### src/sv/ash_pkg.sv
// Shared types and constants for the ARX sponge hash.
// No dependencies; imported by every module of the block.
package ash_pkg;

    localparam int ROUNDS        = 8;    // mixing rounds per permutation
    localparam int MAX_OUT_WORDS = 256;  // squeeze length ceiling
    localparam int RATE          = 8;    // rate words per block
    localparam int WORD_W        = 64;
    localparam int LEN_W         = 16;   // message length field
    localparam int CNT_W         = 4;    // 0..RATE word count
    localparam int OWORD_W       = 9;    // out_words register
    localparam int STEPS         = 4 * ROUNDS;  // half-G steps per permutation
    localparam int STEP_W        = $clog2(STEPS);

    localparam int S_TDATA_W = 528;  // 8 words + length, byte aligned
    localparam int M_TDATA_W = 520;  // 8 words + valid count, byte aligned

    localparam logic [WORD_W-1:0] PAD_LOW = 64'h0000_0000_0000_0001;
    localparam logic [WORD_W-1:0] PAD_TOP = 64'h8000_0000_0000_0000;

    // configuration register indexes
    localparam logic REG_DOMAIN    = 1'b0;
    localparam logic REG_OUT_WORDS = 1'b1;

    typedef logic [WORD_W-1:0]           word_t;
    typedef logic [RATE-1:0][WORD_W-1:0] blk_t;
    typedef logic [15:0][WORD_W-1:0]     sstate_t;

    // controller -> datapath
    typedef struct packed {
        logic             absorb;     // xor block into rate words
        logic             init;       // start from cleared state first
        logic [CNT_W-1:0] data_cnt;   // input words taken, 0..RATE
        logic             pad;        // apply 10*1 padding at data_cnt
        logic             step;       // one half-G step on all four lanes
        logic [1:0]       phase;      // [1]: diagonal, [0]: second half
        logic             emit;       // load output register
        logic [CNT_W-1:0] emit_cnt;
        logic             emit_final;
    } cmd_t;

    // datapath -> controller
    typedef struct packed {
        logic out_free;  // output register can take a new block this cycle
    } sts_t;

endpackage

### src/sv/ash_ctrl.sv
// Controller FSM: absorb sequencing, permutation step counter, padding-only
// block and squeeze loop. Depends on ash_pkg; drives ash_dp by command.
module ash_ctrl import ash_pkg::*; (
    input  logic               aclk,
    input  logic               aresetn,
    input  logic               s_tvalid,
    output logic               s_tready,
    input  logic               last_block,
    input  logic [LEN_W-1:0]   msg_words,
    input  logic [OWORD_W-1:0] out_words,
    input  sts_t               sts,
    output cmd_t               cmd
);

    typedef enum logic [1:0] {IDLE, PERM, POST, EMIT} state_t;

    state_t             state_reg, state_next;
    logic [STEP_W-1:0]  step_reg, step_next;
    logic               first_reg, first_next;
    logic               padq_reg, padq_next;     // padding-only block owed
    logic               squeeze_reg, squeeze_next;
    logic [OWORD_W-1:0] remain_reg, remain_next;

    logic               accept;
    logic [OWORD_W-1:0] want;
    logic               full_last;

    assign s_tready  = (state_reg == IDLE);
    assign accept    = s_tvalid && s_tready;
    assign full_last = (msg_words != '0) && (msg_words[2:0] == 3'd0);

    always_comb begin
        if (out_words == '0)                              want = OWORD_W'(1);
        else if (out_words > OWORD_W'(MAX_OUT_WORDS))     want = OWORD_W'(MAX_OUT_WORDS);
        else                                              want = out_words;
    end

    always_comb begin
        state_next   = state_reg;
        step_next    = step_reg;
        first_next   = first_reg;
        padq_next    = padq_reg;
        squeeze_next = squeeze_reg;
        remain_next  = remain_reg;
        cmd          = '0;
        cmd.phase    = step_reg[1:0];

        unique case (state_reg)
            IDLE: begin
                if (accept) begin
                    cmd.absorb = 1'b1;
                    cmd.init   = first_reg;
                    first_next = 1'b0;
                    if (!last_block || full_last) begin
                        cmd.data_cnt = CNT_W'(RATE);
                    end else begin
                        cmd.data_cnt = {1'b0, msg_words[2:0]};
                        cmd.pad      = 1'b1;
                    end
                    padq_next    = last_block && full_last;
                    squeeze_next = last_block;
                    if (last_block) remain_next = want;
                    step_next  = '0;
                    state_next = PERM;
                end
            end
            PERM: begin
                cmd.step  = 1'b1;
                step_next = step_reg + STEP_W'(1);
                if (step_reg == STEP_W'(STEPS - 1)) state_next = POST;
            end
            POST: begin
                step_next = '0;
                if (padq_reg) begin
                    cmd.absorb = 1'b1;
                    cmd.pad    = 1'b1;
                    padq_next  = 1'b0;
                    state_next = PERM;
                end else if (squeeze_reg) begin
                    state_next = EMIT;
                end else begin
                    state_next = IDLE;
                end
            end
            EMIT: begin
                if (sts.out_free) begin
                    cmd.emit       = 1'b1;
                    cmd.emit_cnt   = (remain_reg >= OWORD_W'(RATE)) ? CNT_W'(RATE)
                                                                     : remain_reg[CNT_W-1:0];
                    cmd.emit_final = (remain_reg <= OWORD_W'(RATE));
                    if (remain_reg <= OWORD_W'(RATE)) begin
                        remain_next  = '0;
                        squeeze_next = 1'b0;
                        first_next   = 1'b1;
                        state_next   = IDLE;
                    end else begin
                        remain_next = remain_reg - OWORD_W'(RATE);
                        step_next   = '0;
                        state_next  = PERM;
                    end
                end
            end
            default: state_next = IDLE;
        endcase
    end

    always_ff @(posedge aclk) begin
        if (!aresetn) begin
            state_reg   <= IDLE;
            step_reg    <= '0;
            first_reg   <= 1'b1;
            padq_reg    <= 1'b0;
            squeeze_reg <= 1'b0;
            remain_reg  <= '0;
        end else begin
            state_reg   <= state_next;
            step_reg    <= step_next;
            first_reg   <= first_next;
            padq_reg    <= padq_next;
            squeeze_reg <= squeeze_next;
            remain_reg  <= remain_next;
        end
    end

    a_emit_free: assert property (@(posedge aclk) disable iff (!aresetn)
        cmd.emit |-> sts.out_free)
        else $error("output register overwritten");

    a_remain_live: assert property (@(posedge aclk) disable iff (!aresetn)
        (state_reg == EMIT) |-> (remain_reg != '0 && squeeze_reg))
        else $error("squeeze with nothing left");

    a_no_overlap: assert property (@(posedge aclk) disable iff (!aresetn)
        (cmd.step || cmd.emit) |-> !s_tready)
        else $error("input taken while state busy");

    a_perm_len: assert property (@(posedge aclk) disable iff (!aresetn)
        (state_reg == PERM && step_reg == STEP_W'(STEPS - 1)) |=> state_reg == POST)
        else $error("permutation length wrong");

endmodule

### config.mk
export PLATFORM = sky130hd
export DESIGN_NAME = ash_ctrl
export DESIGN_NICKNAME = d
export VERILOG_FILES = /design/src/sv/ash_pkg.sv /design/src/sv/ash_ctrl.sv
export SDC_FILE = /design/constraint.sdc
export NUM_CORES = 1
export LEC_CHECK = 0
export ABC_CLOCK_PERIOD_IN_PS = 4300
export BUFFER_PORTS_ARGS = -buffer_cell sky130_fd_sc_hd__buf_2
export CORE_ASPECT_RATIO = 0.7
export CORE_UTILIZATION = 41
export DETAILED_ROUTE_END_ITERATION = 7
export PLACE_DENSITY = 0.72
export SLEW_MARGIN = 20
export SYNTH_ARGS = -nofsm -noshare
export SYNTH_HDL_FRONTEND = slang
export SYNTH_SLANG_ARGS = --single-unit
### constraint.sdc
create_clock -name aclk -period 4.3 [get_ports aclk]
set_input_delay 0.215 -clock aclk [delete_from_list [all_inputs] [get_ports aclk]]
set_output_delay 0.215 -clock aclk [all_outputs]
set_load 0.005 [all_outputs]
Yosys cells after proc, flatten, opt, wreduce, memory -nomap -nowiden
Cells that the tools add are included.
{"block": "op_classes", "add_sub_neg": 2, "magnitude_cmp": 3, "n_eq_ne": 10, "n_mux": 39, "reduce_logical": 16}
{"cell": "9-bit two-way mux", "count": 6}
{"cell": "5-bit two-way mux", "count": 4}
{"cell": "5-bit case mux with 4 select lines", "count": 1}
{"cell": "9-bit case mux with 2 select lines", "count": 1}
{"cell": "16-bit nonzero test", "count": 1}
{"cell": "6-bit two-way mux", "count": 2}
{"cell": "1-bit two-way mux", "count": 11}
{"cell": "2-bit two-way mux", "count": 5}
{"cell": "1-bit case mux with 2 select lines", "count": 5}
{"cell": "9-bit by 4-bit >= comparator with 1-bit output, second input constant", "count": 1}
{"cell": "9-bit > comparator, second input constant", "count": 1}
{"cell": "9-bit by 4-bit less-or-equal comparator with 1-bit output, second input constant", "count": 1}
{"cell": "9-bit logical NOT", "count": 1}
{"cell": "9-bit by 4-bit subtractor with 9-bit output, second input constant", "count": 1}
{"cell": "4-bit two-way mux", "count": 2}
{"cell": "2-bit inequality test, second input constant", "count": 4}
{"cell": "2-bit case mux with 4 select lines", "count": 1}
{"cell": "4-bit AND reduction", "count": 2}
{"cell": "7-bit two-way mux", "count": 1}
{"cell": "3-bit AND reduction", "count": 2}
{"cell": "5-bit by 1-bit adder with 5-bit output, second input constant", "count": 1}
{"cell": "5-bit == test, second input constant", "count": 1}
{"cell": "2-bit == test, second input constant", "count": 2}
{"cell": "2-bit by 1-bit inequality test with 1-bit output, second input constant", "count": 2}
{"cell": "other kinds (8)", "count": 11}
{"block": "totals", "regBits": 19, "wordCells": 76}

Depth between registers and ports, before layout
Gate-level depths: netlist of the first run.
{"block": "depth", "word_depth": 6, "depth_mapped": 7, "mapped_depth_nobuf": 7}

Least setup slack after synthesis of the first run
No wires, ideal clock.
{"block": "synth_path", "path_kind": "register to register", "from": "reg remain_reg[2]", "to": "reg remain_reg[3]", "setup_time_ps": 136, "t_arrival_ps": 1531, "required_ps": 4164, "path_slack_ps": 2633, "path_stages_with_launch": 6, "path_buffers": 0, "path_cell_list": "dfxtp_1 -> or4b_4 -> o31ai_4 -> a21oi_2 -> a221oi_1 -> a211oi_1"}
{"block": "synth_via", "elab_chain_cells": 4, "elab_cells_between_ends": 5}
{"item": "start, declared", "line_no": "ash_ctrl.sv:22", "text": "logic [OWORD_W-1:0] remain_reg, remain_next;"}
{"item": "start signal, assigned", "line_no": "ash_ctrl.sv:121", "text": "remain_reg <= remain_next;"}
{"item": "9-bit by 4-bit subtractor with 9-bit output / 9-bit by 4-bit less-or-equal comparator with 1-bit output (equally long branches)", "line_no": "ash_ctrl.sv:97, ash_ctrl.sv:91"}
{"item": "9-bit two-way mux (*)", "line_no": "ash_ctrl.sv:91", "text": "if (remain_reg <= OWORD_W'(RATE)) begin"}
{"item": "9-bit two-way mux (*)", "line_no": "ash_ctrl.sv:86", "text": "if (sts.out_free) begin"}
{"item": "9-bit case mux with 2 select lines (*)", "line_no": "ash_ctrl.sv:48", "text": "unique case (state_reg)"}
Mark *: on every way between the ends. The rest lies on a longest branch, timed or not. The select of a mux whose other input is x is not followed.
A chain may end at the register's enable or synchronous reset.

==> results of run 1 <==
==> critical path: cells and delay by family, from the launching register on <==
kind | cells | cell delay [ns]
simple gates | 3 | 0.84
buf+inv | 1 | 0.10
flops | 1 | 0.56
==> cells in the final DEF (no fill, tap or decap), drive strengths merged, types with 2 or more instances in the layout <==
cell / count
nor2: 12
clkbuf: 4
nand2b: 5
buf: 46
nor4: 4
nand3: 4
nor3: 7
inv: 8
nand2: 22
nor2b: 2
o22ai: 4
a311oi: 2
or4: 2
and3: 2
a221oi: 2
a21oi: 13
or3: 2
ha: 3
o31ai: 2
and2: 8
a211oi: 4
o21ai: 6
dfxtp: 19
==> cell families (layout without fill, tap and decap cells) <==
group | Yosys count | count (layout) | synth area share, %
fa+ha+maj | 3 | 3 | 3.16
compound gates | 43 | 43 | 26.3
buf+inv | 15 | 58 | 5.58
flops | 19 | 19 | 32.0
simple gates | 75 | 75 | 32.9
==> per-layer routing <==
layer	vias to the layer above	track usage (%)	part of all wire, %
li1	654	-	-
met1	620	26.9	48
met2	46	33.1	45
met3	2	4.37	7.0
met4	0	5.11	0.78
met5	-	0	0
==> area by class of cell <==
| cell class | count | area share [%] |
|---|---|---|
| Timing Repair Buffer | 46 | 15.7 |
| Clock buffer | 4 | 3.06 |
| Multi-Input combinational cell | 121 | 50.5 |
| Tap cell | 34 | 2.89 |
| Sequential cell | 19 | 25.9 |
| Inverter | 8 | 2.04 |
==> synthesized netlist by cell type (all sizes together), types with 2 or more instances <==
library cell   n
nand2b         5
and2           8
nor3           7
a211oi         4
inv            8
nand2         22
nor2          12
a311oi         2
a221oi         2
or4            2
buf            4
o22ai          4
o31ai          2
clkbuf         3
o21ai          6
nand3          4
dfxtp         19
nor4           4
and3           2
or3            2
ha             3
nor2b          2
a21oi         13
==> path summary, 6_finish.rpt <==
path	to	cells past startpoint	startpoint	slack [ns]
worst min-delay path	remain_reg[2]	3	out_words[2]	0.22
worst min register to register	remain_reg[2]	2	remain_reg[2]	0.48
worst max-delay path	cmd[3]	4	state_reg[0]	2.32
worst max register to register	remain_reg[4]	7	remain_reg[3]	2.43
==> metrics by stage <==
step	total power [mW]	setup slack [ns]	area [sq um]	hold slack (ns)
floorplan	0.238	2.63	1190	0.365
global placement	0.265	2.54	1430	0.462
detailed placement	0.267	2.46	1430	0.471
CTS	0.390	2.31	1470	0.214
global route	0.408	2.09	1470	0.232
finish	0.388	2.32	1470	0.216
==> report_power, final <==
| group | total, mW | internal [mW] | switching, mW |
|---|---|---|---|
| registers | 0.190 | 0.182 | 0.00785 |
| clock network | 0.124 | 0.0659 | 0.0583 |
| logic | 0.0734 | 0.0325 | 0.0409 |
| total | 0.388 | 0.281 | 0.107 |
==> flow_summary.ini, run 1 <==
[setup_path]
cp-start-kind = register
crit_arrival_ns = 1.76
max_stage_delay_ns = 0.56
cp_slowest_cell = dfxtp_1
path_cells = nand3_1 > nor3_1 > and2_2 > buf_2
crit_path_end_kind = primary output
worst-path-max-fanout = 15
critPathKind = reg2out
required_ns = 4.09

[synthesis]
post_synth.cell_area_avg_sq_um = 7.67
synth_cell_type_count = 42
syn-cell-area_sq_um = 1190
syn_nets = 188
synthArstFlopShare_pct = 0
synth-seq-cells = 19
netlist.area_leader.share_pct = 32.0
synthCells = 155
seq_area_frac_synth_pct = 32.0
ys.warnings.count = 0
yosys_most_used_dff = dfxtp_1
synth_edf_count = 0
synth_area_leaders = dfxtp_1 (32%), nand2_1 (6.9%), a21oi_1 (4.6%)
synth_area_leader_cell = dfxtp_1

[timing]
rsz0062_at_grt = false
fin_crit_sh_pct = 46.0
max_slew.worst_pin.slew_ns = 0.784
hold_viol_final = 0
clock.fmax_ghz = 0.506
setup_violations = 0
tns_ns = 0
fin_worst_skew_ns = 0.00331
slew_headroom_pct = 46.4
maxSlewViolCount = 0
layout_min_cycle_time_ns = 1.98

[run_status]
status = complete, no violations

[die]
io_pins = 47
fp-row-count = 15
die_w_microns = 66.4
die_h_microns = 47.1
die-area_sq_um = 3120
start_util_pct = 45.6
core-area_sq_um = 2610

[grt]
grt_pass1_wl_mm = 4.57
first_global_vias = 1035
overflow = 0
grt_usage_pct = 19.9
antenna_found_initial = 0
grt_max_degree = 17

[route]
via_per_inst = 5.70
route.detailed.drc = 0
detail_route.first_pass.iterations = 4
wl_mm = 3.08
drt-initial-drc-count = 67
vias = 1322
wire_per_inst_microns = 13.3
final_antenna_net_count = 0

[clock_tree]
numCtsBuffers = 3
h-tree-depth = 1
tritoncts = built
post-cts-setup-buffers = 0
clkSinkCount = 19
cts-resized-gates = 0
clockBufferDepth = 2
ctsHoldBuffers = 0
clk_pin_slew_ns = 0.07
cts_root_buf = clkbuf_8
clock_latency_ns = 0.26

[cells_and_area]
register_area_sq_um = 380
nets = 232
final.fill_count = 262
utilization_pct = 56.4
largest_reg_flops = 9
areaGrowthSynthToFinish_pct = 23.7
multi_input_area_sq_um = 742
drive_gt1_share_pct = 27.8
fin_cells = 232
diodes = 0

[place]
hpwlAfterDp_mm = 2.36
dp_cells = 228
place_congestion = 0.822
io_buffers = 46

[hold_path]
min_path_type = in2reg

[power]
p_per_area_nw_per_um2 = 264
p_leak_nw = 0.650
peakVddDrop_uv = 175

[job]
maxCapViolations = 0
(Power assumes the default switching activity.)
==> run 2, diff against run 1 <==
--- a/config.mk
+++ b/config.mk
@@ -5,12 +5,12 @@
 export SDC_FILE = /design/constraint.sdc
 export NUM_CORES = 1
 export LEC_CHECK = 0
-export ABC_CLOCK_PERIOD_IN_PS = 4300
+export ABC_CLOCK_PERIOD_IN_PS = 1600
 export BUFFER_PORTS_ARGS = -buffer_cell sky130_fd_sc_hd__buf_2
 export CORE_ASPECT_RATIO = 0.7
 export CORE_UTILIZATION = 41
 export DETAILED_ROUTE_END_ITERATION = 7
-export PLACE_DENSITY = 0.72
+export PLACE_DENSITY = 0.75
 export SLEW_MARGIN = 20
 export SYNTH_ARGS = -nofsm -noshare
 export SYNTH_HDL_FRONTEND = slang
==> constraint.sdc (replaced) <==
create_clock -name aclk -period 1.6 [get_ports aclk]
set_input_delay 0.08 -clock aclk [delete_from_list [all_inputs] [get_ports aclk]]
set_output_delay 0.08 -clock aclk [all_outputs]
set_load 0.005 [all_outputs]
==> run 2 against run 1 <==
  * The flow now finishes with violations (setup timing)
  * Worst hold slack got worse by 0.13 ns
  * Critical path depth rose by 2
  * Sequential share of layout area fell by 4.1 points
  * Utilization rose by 12 points
  * Combinational power rose to 3.9 times the previous value
  * Largest power group unchanged
==> flow_summary.ini, run 2 (synthesis results as in run 1) <==
[timing]
clock.fmax_ghz = 0.557
max_slew.worst_pin.slew_ns = 0.615
setup_violations = 17
rsz0062_at_grt = true
fin_crit_sh_pct = 112
hold_viol_final = 0
fin_worst_skew_ns = 0.00149
slew_headroom_pct = 58.9
maxSlewViolCount = 0
finalWorstSetupSlack_ns = -0.194
layout_min_cycle_time_ns = 1.79

[cells_and_area]
largest_reg_flops = 9
layout_common_cells = buf_2 (45), buf_4 (23), nand2_1 (21), dfxtp_1 (15), a21oi_1 (9)
nets = 257
drive_gt1_share_pct = 44.8
diodes = 0
layout_commonest_cell = buf_2
areaGrowthSynthToFinish_pct = 50.2
final.fill_count = 227
utilization_pct = 68.4

[die]
die_h_microns = 47.1
io_pins = 47
die_w_microns = 66.4
core-area_sq_um = 2610
die-area_sq_um = 3120
fp-row-count = 15
start_util_pct = 45.6

[route]
via_per_inst = 5.78
wire_per_inst_microns = 15.0
wl_mm = 3.86
detail_route.first_pass.iterations = 4
drt-initial-drc-count = 96
vias = 1486
final_antenna_net_count = 0
route.detailed.drc = 0

[grt]
grt_usage_pct = 25.5
first_global_vias = 1343
grt_max_degree = 12
antenna_found_initial = 0
grt_pass1_wl_mm = 5.92
overflow = 0

[run_status]
failed_checks = setup timing
status = complete, but fails checks

[power]
totalPowerFinal_mw = 1.14
p_per_area_nw_per_um2 = 639
peakVddDrop_uv = 370
p_leak_nw = 0.802

[clock_tree]
clockBufferDepth = 2
clk_pin_slew_ns = 0.07
tritoncts = built
clock_latency_ns = 0.26
ctsHoldBuffers = 0
cts_root_buf = clkbuf_8
numCtsBuffers = 3
clkSinkCount = 19
h-tree-depth = 1

[setup_path]
required_ns = 1.73
crit_path_end_kind = register
reg2reg_depth = 6
critPathKind = reg2reg
worst-path-max-fanout = 6
crit_path_start = remain_reg[2]
cp-start-kind = register
crit_arrival_ns = 1.92
reg2reg_slack_ns = -0.19
r2r-end = remain_reg[3]
rr_startpoint = remain_reg[2]

[hold_path]
worstHoldPathCells = 3
hold_end = remain_reg[6]
min_path_type = in2reg
worstHoldStart = out_words[6]

[place]
io_buffers = 46
place_congestion = 0.858
hpwlAfterDp_mm = 2.67

[job]
maxCapViolations = 0
==> run 2: changes by cell type in the layout (fill, tap and decap cells not counted), sizes merged <==
| cell | before | now |
|---|---|---|
| buf | 46 | 71 |
==> run 2: critical path, cell delays in order, from the launching register on <==
cell	delay [ns]
dfxtp_2	0.32
or4b_4	0.54
o31ai_4	0.22
buf_4	0.16
a21oi_4	0.08
a221oi_2	0.25
a211oi_1	0.09
==> run 2: final cells by class <==
type	instances	area, sq um	area share (%)
inverter	8	30.0	1.68
multi-input combinational	121	848	47.5
timing repair buffer	71	432	24.2
sequential	19	388	21.7
clock buffer	4	45.0	2.52
tap	34	42.5	2.38
==> run 2: per-layer routing <==
metal	GRT usage [%]	wire [microns]	vias up
met3	5.83	211	4
li1	-	-	703
met5	0	0	-
met2	49.6	1970	52
met4	3.83	27	0
met1	30.0	1650	727
==> run 2: worst max-delay path by stage <==
stage | endpoint | slack [ns] | cells past startpoint
finish | remain_reg[3] | -0.19 | 6
global route | remain_reg[3] | -0.25 | 6
CTS | cmd[0] | -0.17 | 5
detailed placement | remain_reg[4] | -0.20 | 5
global placement | remain_reg[3] | -0.12 | 5
floorplan | remain_reg[3] | -0.07 | 5
==> run 2: report_power, final <==
part / leakage [nW] / switching [mW] / internal, mW / total [mW]
sequential: 0.157 / 0.0173 / 0.490 / 0.507
combinational: 0.623 / 0.150 / 0.139 / 0.289
clock: 0.0228 / 0.167 / 0.177 / 0.344
total: 0.802 / 0.334 / 0.806 / 1.14
==> run 2: timing repair <==
| item | in CTS | in global routing |
|---|---|---|
| cloned | 0 | 0 |
| hold endpoints to repair | 0 | 0 |
| setup endpoints to repair | 19 | 26 |
| setup buffers | 4 | 2 |
| gates resized for setup | 18 | 13 |
| pin swaps | 6 | 6 |
==> run 2: through the flow <==
| step | hold WS [ns] | setup TNS [ns] | area, sq um | std cells | worst slack [ns] |
|---|---|---|---|---|---|
| 5_1_grt | 0.0921 | -2.73 | 1790 | 257 | -0.251 |
| 3_3_place_gp | 0.353 | -0.666 | 1580 | 247 | -0.117 |
| 3_5_place_dp | 0.355 | -1.25 | 1580 | 247 | -0.200 |
| 6_report | 0.0852 | -1.60 | 1790 | 257 | -0.194 |
| 2_1_floorplan | 0.211 | -0.177 | 1200 | 155 | -0.0665 |
| 4_1_cts | 0.0852 | -1.16 | 1720 | 255 | -0.166 |
==> run 3, diff against run 2 <==
--- a/config.mk
+++ b/config.mk
@@ -10,7 +10,8 @@
 export CORE_ASPECT_RATIO = 0.7
 export CORE_UTILIZATION = 41
 export DETAILED_ROUTE_END_ITERATION = 7
-export PLACE_DENSITY = 0.75
+export PLACE_DENSITY_LB_ADDON = 0.08
+export SETUP_SLACK_MARGIN = 0.02
 export SLEW_MARGIN = 20
 export SYNTH_ARGS = -nofsm -noshare
 export SYNTH_HDL_FRONTEND = slang
==> run 3 against run 2 <==
  * The run still ends with setup timing left
  * Sequential cell count unchanged
  * Power grew 1.7%
  * Cell count is 0.39% higher
  * Die area unchanged
  * Non-clock buffer count is 1 higher
  * Combinational power is 6.9% higher
  * Sequential power about the same
  * Clock skew about the same
  * Largest cell class unchanged
==> flow_summary.ini, run 3 (synthesis results as in run 1) <==
[grt]
antenna_found_initial = 0
grt_use_met3_pct = 5.34
busiest_layer = met2
overflow = 0
grt_usage_pct = 22.3
grt_util_met2_pct = 39.2
grt_pass1_wl_mm = 5.15
met1_usage_pct = 27.3
grt_max_degree = 12
first_global_vias = 1186

[cells_and_area]
layout_common_cells = buf_2 (45), buf_4 (24), nand2_1 (22), dfxtp_1 (16)
utilization_pct = 69.0
nets = 258
design_area_sq_um = 1800
drive_gt1_share_pct = 46.9
diodes = 0
layout_commonest_cell = buf_2
largest_reg_flops = 9
areaGrowthSynthToFinish_pct = 51.4
final.fill_count = 209
multi_input_area_sq_um = 857
register_area_sq_um = 384

[die]
io_pins = 47
fp-row-count = 15
start_util_pct = 45.6
core-area_sq_um = 2610
die_h_microns = 47.1
die-area_sq_um = 3120
die_w_microns = 66.4

[setup_path]
crit_path_start = remain_reg[2]
reg2reg_slack_ns = -0.26
cp-start-kind = register
required_ns = 1.73
critPathKind = reg2reg
rr_startpoint = remain_reg[2]
path_cells = or4b_4 > o31ai_4 > buf_4 > buf_6 > a21oi_4 > a221oi_2 > a211oi_1
crit_path_end_kind = register
crit_arrival_ns = 1.99
max_stage_delay_ns = 0.55
path_delay_family = compound AO/OA/AOI/OAI gates
cp_slowest_cell = or4b_4
worst-path-max-fanout = 6
reg2reg_depth = 7
critPathBufInv = 2
cp_num_cells = 7

[route]
vias = 1466
via_per_inst = 5.68
detail_route.first_pass.iterations = 4
final_antenna_net_count = 0
wl_mm = 3.71
route.detailed.drc = 0
drt-initial-drc-count = 83
wire_per_inst_microns = 14.4

[clock_tree]
clkSinkCount = 19
clk_pin_slew_ns = 0.07
h-tree-depth = 1
cts_root_buf = clkbuf_8
clockBufferDepth = 2
tritoncts = built
numCtsBuffers = 3
clock_latency_ns = 0.26

[timing]
clock.fmax_ghz = 0.538
tns_ns = -2.89
rsz0062_at_grt = true
layout_min_cycle_time_ns = 1.86
fin_crit_sh_pct = 116
fin_worst_skew_ns = 0.00190
finalWorstSetupSlack_ns = -0.258
max_slew.worst_pin.slew_ns = 0.495
maxSlewViolCount = 0
setup_violations = 16
hold_viol_final = 0
slew_headroom_pct = 67.0

[run_status]
status = complete, but fails checks
failed_checks = setup timing

[power]
intPower_mw = 0.821
p_comb_share_pct = 26.7
peakVddDrop_uv = 544
p_sw_share_pct = 29.2
pwr-share-clk_pct = 29.6
netSwitchingPower_mw = 0.338
p_leak_nw = 0.804
p_per_area_nw_per_um2 = 644
share_seq_of_total_power_pct = 43.7
totalPowerFinal_mw = 1.16

[place]
io_buffers = 46
place_ws_ns = -0.141
hpwlAfterDp_mm = 2.56
place_congestion = 0.827
place_area_sq_um = 1590

[hold_path]
worstHoldStart = out_words[1]
worstHoldPathCells = 3
min_path_type = in2reg

[job]
maxCapViolations = 0
[run 3: cell types whose count changed in the layout (fill, tap and decap cells not counted), sizes merged]
cell,before,now
buf,71,72
clkbuf,4,3
clkinv,0,1
[run 3: repair_timing]
item / 4_1_cts / 5_1_grt
pin swaps: 1 / 9
hold buffers: 0 / 0
resized for setup: 12 / 22
endpoints found under the hold margin: 0 / 0
setup endpoints to repair: 20 / 22
buffers inserted: 1 / 5
gates cloned: 0 / 0
[run 3: worst paths after layout]
kind,to
min reg2reg,squeeze_reg
max reg2reg,remain_reg[4]
min,remain_reg[1]
max,remain_reg[4]
[run 3: final cells by class]
cell class                 count  area share (%)
multi-input combinational    121            47.6
timing repair buffer          72            24.4
sequential                    19            21.3
tap                           34            2.36
clock buffer                   3            2.29
inverter                       8            1.67
clock inverter                 1           0.278
[run 3: metal layers]
metal / share of wire [%] / vias to the layer above / routed length, microns
met5: 0 / - / 0
met3: 6.9 / 6 / 255
li1: - / 708 / -
met2: 50 / 53 / 1850
met4: 1.3 / 0 / 48
met1: 42 / 699 / 1560
[run 3: worst register-to-register path, delay by kind of cell (launching register included)]
family	cells	cell delay, ns
AND/OR/NAND/NOR	1	0.55
buffers and inverters	2	0.25
AO/OA/AOI/OAI	4	0.62
flip-flops	1	0.31
[run 3: stage by stage]
| step | instances | hold slack (ns) |
|---|---|---|
| 2_1_floorplan | 155 | 0.211 |
| 3_5_place_dp | 249 | 0.357 |
| 6_report | 258 | 0.0801 |
| 4_1_cts | 254 | 0.0801 |
| 5_1_grt | 258 | 0.0989 |
| 3_3_place_gp | 249 | 0.349 |
[run 3: power by group through the flow]
stage / combinational, mW / sequential [mW] / clock, mW
after floorplan: 0.128 / 0.514 / 0
after global placement: 0.238 / 0.515 / 0
after detailed placement: 0.244 / 0.516 / 0
after CTS: 0.262 / 0.505 / 0.344
after global routing: 0.336 / 0.509 / 0.361
final: 0.309 / 0.507 / 0.343
